## config.mk

```make
export PLATFORM = sky130hd
export DESIGN_NAME = top_n_sorted_insert_table
export DESIGN_NICKNAME = d
export VERILOG_FILES = /design/src/hdl/tnsit_pkg.sv /design/src/hdl/tnsit_seq.sv /design/src/hdl/top_n_sorted_insert_table.sv
export VERILOG_INCLUDE_DIRS = /design/src /design/src/hdl
export SDC_FILE = /design/constraint.sdc
export NUM_CORES = 1
export LEC_CHECK = 0
export BUFFER_PORTS_ARGS = -buffer_cell sky130_fd_sc_hd__buf_2
export CAP_MARGIN = 25
export CELL_PAD_IN_SITES_DETAIL_PLACEMENT = 1
export CELL_PAD_IN_SITES_GLOBAL_PLACEMENT = 2
export CORE_UTILIZATION = 30
export CTS_BUF_LIST = sky130_fd_sc_hd__clkbuf_8 sky130_fd_sc_hd__clkbuf_16
export CTS_CLUSTER_SIZE = 8
export DETAILED_ROUTE_END_ITERATION = 6
export PLACE_DENSITY = 0.66
export SYNTH_ARGS = -nofsm -noshare
export SYNTH_HDL_FRONTEND = slang
export SYNTH_SLANG_ARGS = --single-unit
```

## constraint.sdc

```tcl
create_clock -name clk -period 7 [get_ports clk]
set_input_delay 0.7 -clock clk [delete_from_list [all_inputs] [get_ports clk]]
set_output_delay 0.7 -clock clk [all_outputs]
set_load 0.02 [all_outputs]
```

## src/hdl/top_n_sorted_insert_table_macros.svh

```systemverilog
// assertion macros for the sorted insert table
`ifndef TOP_N_SORTED_INSERT_TABLE_MACROS_SVH
`define TOP_N_SORTED_INSERT_TABLE_MACROS_SVH

// same-cycle implication
`define TNSIT_ASSERT_NOW(label, ante, cons, msg) \
  label: assert property (@(posedge clk) disable iff (rst) (ante) |-> (cons)) \
    else $error(msg);

// next-cycle implication
`define TNSIT_ASSERT_NEXT(label, ante, cons, msg) \
  label: assert property (@(posedge clk) disable iff (rst) (ante) |=> (cons)) \
    else $error(msg);

`endif

```

## src/hdl/tnsit_pkg.sv

```systemverilog
// shared types and constants of the sorted insert table
`default_nettype none

package tnsit_pkg;

  localparam int CAPACITY = 8;
  localparam int IDX_W    = (CAPACITY > 1) ? $clog2(CAPACITY) : 1;
  localparam int CNT_W    = $clog2(CAPACITY + 1);

  localparam logic CMD_INSERT = 1'b0;
  localparam logic CMD_READ   = 1'b1;

  typedef struct packed {
    logic        cmd;
    logic [23:0] tag;
    logic [15:0] key;
    logic [1:0]  class_code;
    logic [2:0]  index;
  } in_word_t;

  typedef struct packed {
    logic        ok;
    logic [2:0]  rank;
    logic [3:0]  count;
    logic [23:0] tag_out;
    logic [15:0] key_out;
    logic [1:0]  class_out;
  } out_word_t;

  typedef struct packed {
    logic [15:0] key;
    logic [23:0] tag;
    logic [1:0]  cls;
  } entry_t;

  typedef struct packed {
    logic             we;
    logic [IDX_W-1:0] waddr;
    entry_t           wdata;
    logic [IDX_W-1:0] raddr;
  } mem_req_t;

endpackage

`default_nettype wire

```

## src/hdl/tnsit_seq.sv

```systemverilog
// sequencer that walks the entry memory for inserts and reads
`default_nettype none

module tnsit_seq (
  input  wire logic                clk,
  input  wire logic                rst,
  input  wire logic                start,
  input  wire tnsit_pkg::in_word_t in_word,
  input  wire tnsit_pkg::entry_t   rdata,
  output tnsit_pkg::mem_req_t      req,
  output logic                     busy,
  output logic                     done,
  output tnsit_pkg::out_word_t     result
);

  localparam logic [2:0] S_IDLE  = 3'd0;
  localparam logic [2:0] S_READ  = 3'd1;
  localparam logic [2:0] S_REJ   = 3'd2;
  localparam logic [2:0] S_CMP   = 3'd3;
  localparam logic [2:0] S_PLACE = 3'd4;

  logic [2:0]                     state, state_next;
  logic [tnsit_pkg::IDX_W-1:0]    slot, slot_next;
  logic [tnsit_pkg::CNT_W-1:0]    fill, fill_next;
  tnsit_pkg::in_word_t            item, item_next;
  logic                           done_next;
  tnsit_pkg::out_word_t           result_next;
  tnsit_pkg::entry_t              new_entry;
  logic                           idx_ok;

  assign new_entry = '{key: item.key, tag: item.tag, cls: item.class_code};
  assign idx_ok    = 8'(item.index) < 8'(fill);
  assign busy      = state != S_IDLE;

  always_comb begin
    state_next  = state;
    slot_next   = slot;
    fill_next   = fill;
    item_next   = item;
    done_next   = 1'b0;
    result_next = result;
    req         = '0;
    case (state)
      S_IDLE: begin
        if (start) begin
          item_next = in_word;
          if (in_word.cmd == tnsit_pkg::CMD_READ) begin
            req.raddr  = tnsit_pkg::IDX_W'(in_word.index);
            state_next = S_READ;
          end else if (fill == tnsit_pkg::CNT_W'(tnsit_pkg::CAPACITY)) begin
            req.raddr  = tnsit_pkg::IDX_W'(tnsit_pkg::CAPACITY - 1);
            state_next = S_REJ;
          end else if (fill == '0) begin
            req.we      = 1'b1;
            req.waddr   = '0;
            req.wdata   = '{key: in_word.key, tag: in_word.tag, cls: in_word.class_code};
            fill_next   = tnsit_pkg::CNT_W'(1);
            result_next = '0;
            result_next.ok    = 1'b1;
            result_next.count = 4'd1;
            done_next   = 1'b1;
          end else begin
            slot_next  = tnsit_pkg::IDX_W'(fill);
            fill_next  = fill + tnsit_pkg::CNT_W'(1);
            req.raddr  = tnsit_pkg::IDX_W'(fill - tnsit_pkg::CNT_W'(1));
            state_next = S_CMP;
          end
        end
      end
      S_READ: begin
        result_next       = '0;
        result_next.count = 4'(fill);
        if (idx_ok) begin
          result_next.ok        = 1'b1;
          result_next.tag_out   = rdata.tag;
          result_next.key_out   = rdata.key;
          result_next.class_out = rdata.cls;
        end
        done_next  = 1'b1;
        state_next = S_IDLE;
      end
      S_REJ: begin
        if (item.key <= rdata.key) begin
          result_next       = '0;
          result_next.count = 4'(fill);
          done_next         = 1'b1;
          state_next        = S_IDLE;
        end else begin
          slot_next  = tnsit_pkg::IDX_W'(tnsit_pkg::CAPACITY - 1);
          req.raddr  = tnsit_pkg::IDX_W'(tnsit_pkg::CAPACITY - 2);
          state_next = S_CMP;
        end
      end
      S_CMP: begin
        req.we = 1'b1;
        if (item.key > rdata.key) begin
          req.waddr = slot;
          req.wdata = rdata;
          slot_next = slot - tnsit_pkg::IDX_W'(1);
          if (slot == tnsit_pkg::IDX_W'(1)) begin
            state_next = S_PLACE;
          end else begin
            req.raddr = slot - tnsit_pkg::IDX_W'(2);
          end
        end else begin
          req.waddr         = slot;
          req.wdata         = new_entry;
          result_next       = '0;
          result_next.ok    = 1'b1;
          result_next.rank  = 3'(slot);
          result_next.count = 4'(fill);
          done_next         = 1'b1;
          state_next        = S_IDLE;
        end
      end
      S_PLACE: begin
        req.we            = 1'b1;
        req.waddr         = slot;
        req.wdata         = new_entry;
        result_next       = '0;
        result_next.ok    = 1'b1;
        result_next.rank  = 3'(slot);
        result_next.count = 4'(fill);
        done_next         = 1'b1;
        state_next        = S_IDLE;
      end
      default: begin
        state_next = S_IDLE;
      end
    endcase
  end

  always_ff @(posedge clk) begin
    if (rst) begin
      state <= S_IDLE;
      fill  <= '0;
      done  <= 1'b0;
    end else begin
      state <= state_next;
      fill  <= fill_next;
      done  <= done_next;
    end
    slot   <= slot_next;
    item   <= item_next;
    result <= result_next;
  end

endmodule

`default_nettype wire

```

## src/hdl/top_n_sorted_insert_table.sv

```systemverilog
// top level of the sorted insert table: entry memory and sequencer
// A word on in_word is taken at a rising edge where start is high and busy
// is low. cmd insert places the entry in descending key order (ties after
// equal keys), dropping the last entry when the table is full, or rejects
// it when the table is full and the key is not above the last key. cmd read
// returns the entry at index when index is below the fill count.
// Each word gives one result word on result, valid for exactly one cycle
// while done is high; the receiver cannot stall and must take it then.
// Entries live in one memory of CAPACITY words with a registered read port.
// Inserts walk it from the bottom, one entry moved down per cycle, with busy
// high while they walk; a full table first checks the last key in S_REJ,
// where a reject ends, before the walk. An insert into an empty table
// keeps busy low. A read keeps busy high while in S_READ. done is high for
// the first cycle with busy low (the cycle after the accept for an insert
// into an empty table), and a new word may be taken at the edge ending it.
// Synchronous reset empties the table; memory contents are not cleared and
// entries at or beyond the fill count are never shown.
`default_nettype none
`include "top_n_sorted_insert_table_macros.svh"

module top_n_sorted_insert_table (
  input  wire logic                 clk,
  input  wire logic                 rst,
  input  wire logic                 start,
  output logic                      busy,
  input  wire tnsit_pkg::in_word_t  in_word,
  output logic                      done,
  output tnsit_pkg::out_word_t      result
);

  tnsit_pkg::entry_t   mem [tnsit_pkg::CAPACITY];
  tnsit_pkg::entry_t   rdata;
  tnsit_pkg::mem_req_t req;

  always_ff @(posedge clk) begin
    if (req.we) begin
      mem[req.waddr] <= req.wdata;
    end
    rdata <= mem[req.raddr];
  end

  tnsit_seq u_seq (
    .clk     (clk),
    .rst     (rst),
    .start   (start),
    .in_word (in_word),
    .rdata   (rdata),
    .req     (req),
    .busy    (busy),
    .done    (done),
    .result  (result)
  );

  `TNSIT_ASSERT_NEXT(a_accept_progress, start && !busy, busy || done, "accepted word stalled")
  `TNSIT_ASSERT_NOW(a_done_idle, done, !busy, "result while still busy")
  `TNSIT_ASSERT_NOW(a_no_spurious, done, $past(busy) || $past(start), "result without a word")
  `TNSIT_ASSERT_NOW(a_reject_clean, done && !result.ok, result.rank == 3'd0, "rank on failure")

endmodule

`default_nettype wire
```

==> flow_summary_export.csv, run 1 <==
group,metric,value,unit
sta,finalClockSkew,0.0278,ns
drt,routed_via_density,4.69,
drt,route.detailed.drc,5,
clock_tree,cts_resized,0,
place,pre_cts_ws,2.64,ns
final_layout,final-seq-area,0.0140,mm^2
grt,busiest_layer,"met2",
place,port-buffer-count,100,
critical_path,critical_path.max_fanout,28,
floorplan,number_of_placement_rows,92,
sta,fin_crit,4.23,ns
synthesis,ys_async_sr_fraction,0,%
grt,use_met1,19.0,%
synthesis,synthesis.area_per_instance,18.3,um^2
clock_tree,clk-insertion-delay-late,0.59,ns
grt,antenna_found_initial,3,
clock_tree,htreeDepth,3,
sta,finalCritPeriodShare,60.5,%
synthesis,dominantRegCellSynth,"edfxtp_1",
floorplan,design.die.area,0.0647,mm^2
synthesis,synthesis.instances,1046,
hold_path,min_path_type,"in2reg",
outcome,status,"finished, violations left",
synthesis,yosys.cell_types.count,41,
final_layout,syn_to_final_growth,18.3,%
final_layout,final_layout_size_suffix_gt1_share,24.7,%
sta,final.setup.worst_slack,2.77,ns
drt,vias,9756,
drt,postRouteWirelength,45300,um
grt,grt_pass1_wl,68600,um
sta,max-slew-margin-rel,33.7,%
clock_tree,cts-root-to-sink-buffers,3,
sta,setup_viol,0,
critical_path,worst-endpoint-required,7.45,ns
clock_tree,cts_hold_buf,0,
clock_tree,post_cts.repair.setup_buffers,0,
clock_tree,cts-buffers-inserted,70,
drt,first_pass_iters,7,
synthesis,synth.cell_area,0.0191,mm^2
final_layout,finish.net_count,1257,
power_and_ir_drop,total_power,6.90,mW
critical_path,critical_path_start_type,"register",
power_and_ir_drop,leakage,8.09,nW
floorplan,die-width,254,um
synthesis,synth_sequential_area_ratio,73.4,%
grt,largest_net_degree_at_the_start_of_global_routing,149,
grt,number_of_global_route_vias_before_repair,10752,
job,maxCapViolations,0,
final_layout,fin_util,35.9,%
critical_path,worstPathCellList,"ha_1 > nand4_1 > nor4_1 > a21bo_2 > a31oi_1 > nand3_1 > o221ai_4 > buf_4 > mux4_2",
final_layout,footprint_of_the_multi_input_gates,0.00464,mm^2
clock_tree,clk_root_buffer_cell,"clkbuf_16",
place,gp_congestion,0.739,
critical_path,cpMaxStageDelayCell,"buf_4",
final_layout,fillerInstances,6294,
floorplan,core-area,0.0630,mm^2
critical_path,critPathKind,"reg2reg",
synthesis,synth-edff-count,434,
clock_tree,clock_pin_slew_on_the_worst_setup_and_hold_paths,0.05,ns
drt,drt.antenna.violating_nets,0,
critical_path,crit_buf_inv,1,
clock_tree,cts_tree,"done",
floorplan,ios,101,
synthesis,synth-warning-count,0,
sta,hold_violations,0,
grt,global_route.overflow_total,0,
critical_path,arrival,4.68,ns
sta,slew_viol_final,0,
grt,groute.usage.overall,14.4,%
sta,tightest_slew,0.994,ns
grt,groute.layer.met2.usage,23.9,%
synthesis,mappedNetlistNets,1117,
clock_tree,clock_sink_count,484,
synthesis,ys_seq_elements,484,
outcome,violations_in_the_final_reports,"design-rule violations",
sta,max_clock_freq,236,MHz
drt,wl_per_cell,21.8,um
critical_path,cp_slowest_stage_delay,0.72,ns
critical_path,worst_path_dominant_cell_family,"compound AO/OA/AOI/OAI gates",
drt,detailedRoute.firstIterationViolations,763,
sta,fin_tns_setup,0,ns
critical_path,endpoint_kind,"register",
place,place.detailed.hpwl,24900,um
floorplan,initial_util,30.4,%
power_and_ir_drop,worst_ir_drop_vdd,163,uV
final_layout,n_antenna_cell,0,
power_and_ir_drop,power_per_cell_area,305,mW/mm^2
grt,gr-usage-met3,2.39,%
sta,grt_setup_unrepaired,"no",
floorplan,die_y,254,um
-- cell families (layout without fill, tap and decap cells) --
logic type      count (synthesis)  after routing  share of synthesized area, %
fa+ha+maj                      22             22                          1.44
xor+xnor                        4              4                         0.183
buf+inv                       117            303                          2.89
compound gates                 81             81                          3.48
mux                           212            212                          15.0
flops                         484            484                          73.4
simple gates                  126            126                          3.63
-- per-layer routing --
layer	wire length (um)	part of all wire [%]
met1	20400	45
met2	22000	49
met3	1860	4.1
met4	967	2.1
met5	23	0.051
-- power breakdown --
group | internal, mW | switching [mW] | leakage [nW] | total [mW]
registers | 3.30 | 0.0625 | 4.46 | 3.36
clock network | 1.79 | 1.19 | 1.12 | 2.98
logic | 0.212 | 0.338 | 2.51 | 0.551
-- area by class of cell --
cell class,count,share of cell area [%]
Sequential cell,484,62.1
Inverter,67,1.11
Multi-Input combinational cell,445,20.5
Tap cell,846,4.68
Timing Repair Buffer,118,2.87
Clock buffer,70,7.75
Clock inverter,48,0.947
-- synth_stat cells, types with 12 or more instances --
library cell / number / area (um^2)
edfxtp_1: 434 / 13000
mux2_1: 120 / 1350
inv_1: 67 / 251
dfxtp_1: 50 / 1000
mux2_2: 48 / 541
and2_1: 45 / 282
a222oi_1: 42 / 420
mux4_2: 42 / 946
clkbuf_1: 25 / 93.8
ha_1: 22 / 275
nor2_1: 22 / 82.6
a21oi_1: 16 / 80.1
buf_6: 13 / 146
nor3_1: 12 / 60.1
-- placed cells by master (no fill, tap or decap), types with 6 or more instances in the layout --
cell	count
dfxtp_1	50
a222oi_1	42
ha_1	22
nand3_1	6
mux2_1	120
a21oi_1	16
clkbuf_16	70
buf_2	100
inv_1	108
nor3_1	7
edfxtp_1	434
nand2b_1	6
o21ai_0	10
buf_4	17
nor2b_1	7
mux2_2	48
nor2_1	19
nand2_1	11
and2_1	45
mux4_2	42
-- sequential cells by signal (all words and copies together), names as in the netlist --
name,flops
u_seq.slot,3
u_seq.result,50
u_seq.fill,4
mem,336
rdata,42
u_seq.state,3
u_seq.item,45
u_seq.done,1
-- final timing paths --
path / start / end / slack [ns] / cells after the start
setup / recovery: u_seq.item[20]$_DFFE_PP_ / rdata[40]$_DFF_P_ / 2.77 / 9
hold / removal: in_word[0] / u_seq.item[0]$_DFFE_PP_ / 0.30 / 1
setup reg to reg: u_seq.item[20]$_DFFE_PP_ / rdata[40]$_DFF_P_ / 2.77 / 9
hold reg to reg: rdata[16]$_DFF_P_ / u_seq.result[32]$_DFFE_PP_ / 0.54 / 1
-- per-stage QoR --
stage / hold slack [ns] / std cells / cell area (um^2)
finish: 0.298 / 2078 / 22600
global placement: 0.535 / 1960 / 20600
CTS: 0.263 / 2078 / 22600
detailed placement: 0.534 / 1960 / 20600
global route: 0.288 / 2078 / 22600
floorplan: 0.507 / 1046 / 19100
Power figures use the tool's default switching activity.
==> inputs of run 2 (changes only) <==
==> constraint.sdc (replaced) <==
create_clock -name clk -period 4.44 [get_ports clk]
set_input_delay 0.444 -clock clk [delete_from_list [all_inputs] [get_ports clk]]
set_output_delay 0.444 -clock clk [all_outputs]
set_load 0.02 [all_outputs]
==> run 2 against run 1 <==
  * The run now ends clean
  * Wire length decreased by 0.64%
  * Final area rose by 1.1%
  * Register-to-register slack got worse by 2.1 ns
  * Worst setup slack worse by 2.1 ns
  * Flip-flop and latch count unchanged
  * Cell count grew 0.48%
  * Combinational power up 64%
  * Critical endpoint is now rdata[32]$_DFF_P_
  * Largest power group unchanged
==> flow_summary_export.csv, run 2 (synthesis gave the netlist of run 1 again) <==
group,metric,value,unit
floorplan,die-width,254,um
power_and_ir_drop,worst_ir_drop_vdd,229,uV
final_layout,final-seq-area,0.0140,mm^2
clock_tree,cts_tree,"done",
final_layout,finish.instance_area,0.0228,mm^2
place,placed_cells,1969,
final_layout,largest_reg_flops,336,
power_and_ir_drop,leakage,8.20,nW
clock_tree,post_cts.repair.setup_buffers,0,
sta,slew_viol_final,0,
grt,antenna_found_initial,3,
drt,postRouteWirelength,45000,um
critical_path,endpoint_kind,"register",
drt,vias,9842,
sta,finalClockSkew,0.0281,ns
grt,largest_net_degree_at_the_start_of_global_routing,65,
place,detailed_place.area,0.0208,mm^2
critical_path,arrival,4.20,ns
clock_tree,clk-insertion-delay-late,0.59,ns
clock_tree,htreeDepth,3,
clock_tree,clock_sink_count,484,
clock_tree,cts-buffers-inserted,70,
critical_path,critical_path.max_fanout,64,
final_layout,registers.top_by_ff_count,"mem",
floorplan,core-area,0.0630,mm^2
critical_path,worst-endpoint-required,4.88,ns
sta,max-slew-margin-rel,45.0,%
drt,route.detailed.drc,0,
final_layout,n_antenna_cell,0,
sta,tightest_slew,0.824,ns
final_layout,finish.cell_count_without_fillers,2088,
place,port-buffer-count,100,
drt,drt.antenna.violating_nets,0,
sta,grt_setup_unrepaired,"no",
critical_path,critical_path_start_type,"register",
job,maxCapViolations,0,
sta,final.setup.worst_slack,0.673,ns
clock_tree,clock_pin_slew_on_the_worst_setup_and_hold_paths,0.05,ns
drt,wl_per_cell,21.5,um
floorplan,design.die.area,0.0647,mm^2
drt,first_pass_iters,6,
final_layout,footprint_of_the_multi_input_gates,0.00464,mm^2
floorplan,initial_util,30.4,%
drt,routed_via_density,4.71,
outcome,status,"complete, no violations",
final_layout,fillerInstances,6309,
final_layout,final_layout_size_suffix_gt1_share,25.4,%
critical_path,critPathKind,"reg2reg",
grt,grt_pass1_wl,67300,um
clock_tree,cts-root-to-sink-buffers,3,
final_layout,layout_commonest_cell,"edfxtp_1",
place,pre_cts_ws,0.497,ns
grt,number_of_global_route_vias_before_repair,10490,
floorplan,ios,101,
floorplan,number_of_placement_rows,92,
final_layout,mostFrequentLayoutCells,"edfxtp_1, mux2_1, inv_1",
final_layout,layout_top_registers,"mem (336), u_seq.result (50), u_seq.item (45)",
grt,global_route.overflow_total,0,
sta,fin_crit,3.77,ns
floorplan,die_y,254,um
place,place.detailed.hpwl,25900,um
sta,setup_viol,0,
clock_tree,cts_resized,0,
sta,hold_violations,0,
hold_path,min_path_type,"in2reg",
drt,detailedRoute.firstIterationViolations,724,
clock_tree,cts_hold_buf,0,
grt,groute.usage.overall,14.1,%
final_layout,finish.net_count,1267,
power_and_ir_drop,power_per_cell_area,482,mW/mm^2
place,gp_congestion,0.736,
sta,finalCritPeriodShare,84.8,%
clock_tree,clk_root_buffer_cell,"clkbuf_16",
final_layout,syn_to_final_growth,19.5,%
sta,max_clock_freq,265,MHz
power_and_ir_drop,total_power,11.0,mW
## run 2: final timing paths
| kind | cells after the start | slack, ns | to | from |
|---|---|---|---|---|
| setup / recovery | 9 | 0.67 | rdata[32]$_DFF_P_ | u_seq.item[19]$_DFFE_PP_ |
| hold / removal | 1 | 0.05 | u_seq.item[25]$_DFFE_PP_ | in_word[25] |
| setup reg to reg | 9 | 0.67 | rdata[32]$_DFF_P_ | u_seq.item[19]$_DFFE_PP_ |
| hold reg to reg | 1 | 0.54 | u_seq.result[23]$_DFFE_PP_ | rdata[7]$_DFF_P_ |
## run 2: cell type report
class,instances,area share [%]
Sequential cell,484,61.4
Multi-Input combinational cell,445,20.3
Clock buffer,73,8.00
Tap cell,846,4.63
Timing Repair Buffer,128,3.69
Inverter,67,1.10
Clock inverter,45,0.860
## run 2: through the flow
step / TNS (ns) / hold slack, ns / util (%)
3_5_place_dp: 0 / 0.532 / 33.0
6_report: 0 / 0.0511 / 36.3
3_3_place_gp: 0 / 0.534 / 33.0
4_1_cts: 0 / 0.00996 / 36.2
2_1_floorplan: -12.76 / 0.507 / -
5_1_grt: 0 / 0.0314 / 36.3
## run 2: critical path, stage by stage (launching register included)
cell and delay (ns):
edfxtp_1 0.39, ha_1 0.34, nand4_1 0.16, nor4_1 0.56
a21bo_2 0.31, and3_4 0.17, o31ai_4 0.43, buf_12 0.37
mux2_1 0.37, mux4_2 0.49
## run 2: power breakdown
group / internal (mW) / switching [mW] / total [mW]
registers: 5.20 / 0.100 / 5.30
clock network: 2.93 / 1.88 / 4.81
logic: 0.355 / 0.546 / 0.902
## run 2: layer usage
| layer | wire [um] | vias to the layer above | GRT usage (%) |
|---|---|---|---|
| li1 | - | 4408 | - |
| met1 | 19700 | 5131 | 18.2 |
| met2 | 22100 | 238 | 23.4 |
| met3 | 2170 | 61 | 2.70 |
| met4 | 984 | 4 | 5.20 |
| met5 | 22 | - | 0 |
==> inputs of run 3 (changes only) <==
--- a/config.mk
+++ b/config.mk
@@ -14,7 +14,7 @@
 export CTS_BUF_LIST = sky130_fd_sc_hd__clkbuf_8 sky130_fd_sc_hd__clkbuf_16
 export CTS_CLUSTER_SIZE = 8
 export DETAILED_ROUTE_END_ITERATION = 6
-export PLACE_DENSITY = 0.66
+export PLACE_DENSITY = 0.68
 export SYNTH_ARGS = -nofsm -noshare
 export SYNTH_HDL_FRONTEND = slang
 export SYNTH_SLANG_ARGS = --single-unit
==> constraint.sdc (replaced) <==
create_clock -name clk -period 3.27 [get_ports clk]
set_input_delay 0.327 -clock clk [delete_from_list [all_inputs] [get_ports clk]]
set_output_delay 0.327 -clock clk [all_outputs]
set_load 0.02 [all_outputs]
==> run 3 against run 2 <==
  * The run now ends with design-rule violations, negative setup slack left
  * Non-clock buffer count rose by 128
  * Cell count rose by 6.4%
  * Largest power group unchanged
  * Worst setup slack got worse by 0.79 ns
  * Die area did not move
  * Final area rose by 7.2%
  * Register-to-register slack got worse by 0.79 ns
==> flow_summary_export.csv, run 3 (synthesis gave the netlist of run 1 again) <==
group,metric,value,unit
sta,finalCritPeriodShare,104,%
drt,route.detailed.drc,1,
sta,fin_crit,3.39,ns
critical_path,arrival,3.83,ns
sta,fin_tns_setup,-3.00,ns
final_layout,final_layout_size_suffix_gt1_share,31.9,%
floorplan,ios,101,
grt,antenna_found_initial,1,
outcome,status,"finished, violations left",
final_layout,mostFrequentLayoutCells,"edfxtp_1, mux2_1, buf_2",
clock_tree,htreeDepth,3,
grt,groute.usage.overall,14.7,%
clock_tree,cts_tree,"done",
sta,final.setup.worst_slack,-0.120,ns
place,pre_cts_ws,-0.182,ns
sta,slew_viol_final,0,
sta,max-slew-margin-rel,57.2,%
drt,postRouteWirelength,47800,um
final_layout,n_antenna_cell,0,
clock_tree,cts-buffers-inserted,70,
floorplan,initial_util,30.4,%
final_layout,fillerInstances,6289,
outcome,violations_in_the_final_reports,"design-rule violations, negative setup slack",
drt,vias,10355,
critical_path,critical_path.max_fanout,5,
grt,global_route.overflow_total,0,
final_layout,registers.top_by_ff_count,"mem",
sta,max_clock_freq,295,MHz
grt,largest_net_degree_at_the_start_of_global_routing,44,
power_and_ir_drop,power_per_cell_area,627,mW/mm^2
final_layout,largest_reg_flops,336,
sta,setup_viol,34,
sta,hold_violations,0,
grt,number_of_global_route_vias_before_repair,11326,
place,gp_congestion,0.742,
grt,grt_pass1_wl,70600,um
clock_tree,cts-root-to-sink-buffers,3,
hold_path,min_path_type,"in2reg",
critical_path,r2r-start,"u_seq.item[16]$_DFFE_PP_",
critical_path,critical_path_start_type,"register",
critical_path,timing.critical_path.to,"rdata[36]$_DFF_P_",
final_layout,layout_top_registers,"mem (336), u_seq.result (50), u_seq.item (45)",
job,maxCapViolations,0,
power_and_ir_drop,worst_ir_drop_vdd,320,uV
critical_path,setup.reg_to_reg.worst_slack,-0.12,ns
critical_path,worstReg2RegEnd,"rdata[36]$_DFF_P_",
floorplan,design.die.area,0.0647,mm^2
sta,finalClockSkew,0.0338,ns
floorplan,core-area,0.0630,mm^2
power_and_ir_drop,total_power,15.4,mW
drt,detailedRoute.firstIterationViolations,712,
floorplan,die_y,254,um
clock_tree,clock_sink_count,484,
final_layout,finish.net_count,1395,
power_and_ir_drop,leakage,8.95,nW
clock_tree,clock_pin_slew_on_the_worst_setup_and_hold_paths,0.06,ns
place,port-buffer-count,100,
critical_path,worstSetupStartpoint,"u_seq.item[16]$_DFFE_PP_",
clock_tree,clk-insertion-delay-late,0.60,ns
drt,drt.antenna.violating_nets,0,
critical_path,worst-endpoint-required,3.71,ns
final_layout,syn_to_final_growth,28.2,%
floorplan,number_of_placement_rows,92,
floorplan,die-width,254,um
critical_path,critPathKind,"reg2reg",
critical_path,ff2ff_path_depth,12,
critical_path,endpoint_kind,"register",
drt,wl_per_cell,21.5,um
drt,routed_via_density,4.66,
final_layout,layout_commonest_cell,"edfxtp_1",
drt,first_pass_iters,7,
place,place.detailed.hpwl,27300,um
sta,tightest_slew,0.640,ns
sta,grt_setup_unrepaired,"yes",
clock_tree,clk_root_buffer_cell,"clkbuf_16",
## run 3: cell type report
cell class	count	area, um^2	share of cell area, %
Clock buffer	73	1820	7.41
Clock inverter	50	260	1.06
Timing Repair Buffer	256	2350	9.58
Multi-Input combinational cell	445	4730	19.3
Tap cell	846	1060	4.32
Sequential cell	484	14000	57.3
Inverter	67	251	1.03
## run 3: critical path, cell delays in order (launching register included)
cell and delay [ns]:
edfxtp_1 0.43, ha_4 0.30, nand4_1 0.15, nor4_2 0.29, buf_4 0.17, a21bo_4 0.22
and3_4 0.15, o31ai_4 0.21, buf_4 0.18, buf_12 0.14, buf_4 0.16, mux2_1 0.33
mux4_2 0.53
## run 3: worst min-delay path by stage
stage | startpoint | endpoint | cells past startpoint
after floorplan | in_word[0] | u_seq.item[0]$_DFFE_PP_ | 0
after global placement | in_word[22] | u_seq.item[22]$_DFFE_PP_ | 1
after global routing | rst | u_seq.state[1]$_SDFFE_PP0P_ | 2
after detailed placement | in_word[3] | u_seq.item[3]$_DFFE_PP_ | 1
final | rst | u_seq.state[1]$_SDFFE_PP0P_ | 2
after CTS | rst | u_seq.state[1]$_SDFFE_PP0P_ | 2
## run 3: timing repair
action                     4_1_cts  5_1_grt
pin swaps                        1       41
buffers inserted                 8        5
hold buffers                    45        0
cloned                           2        5
hold endpoints to repair        45        0
setup endpoints to repair      114      349
resized for setup               19       38
## run 3: per-stage QoR
stage | util [%] | std cells | hold WS (ns) | area, um^2
finish | 38.9 | 2221 | 0.0354 | 24500
global route | 38.9 | 2221 | 0.0468 | 24500
CTS | 38.5 | 2211 | 0.00859 | 24300
detailed placement | 34.2 | 2033 | 0.525 | 21500
global placement | 34.2 | 2033 | 0.522 | 21500
floorplan | - | 1046 | 0.426 | 19100
## run 3: layer usage
metal | global-route usage (%) | vias up | part of all wire [%]
li1 | - | 4678 | -
met1 | 19.3 | 5389 | 45
met2 | 24.7 | 221 | 49
met3 | 2.42 | 65 | 4.2
met4 | 5.08 | 2 | 1.9
met5 | 0 | - | 0.025
## run 3: report_power, final
| part | leakage (nW) | internal, mW | total, mW | switching, mW |
|---|---|---|---|---|
| logic | 3.31 | 0.722 | 1.55 | 0.828 |
| clock network | 1.17 | 3.99 | 6.61 | 2.63 |
| registers | 4.46 | 7.06 | 7.20 | 0.134 |
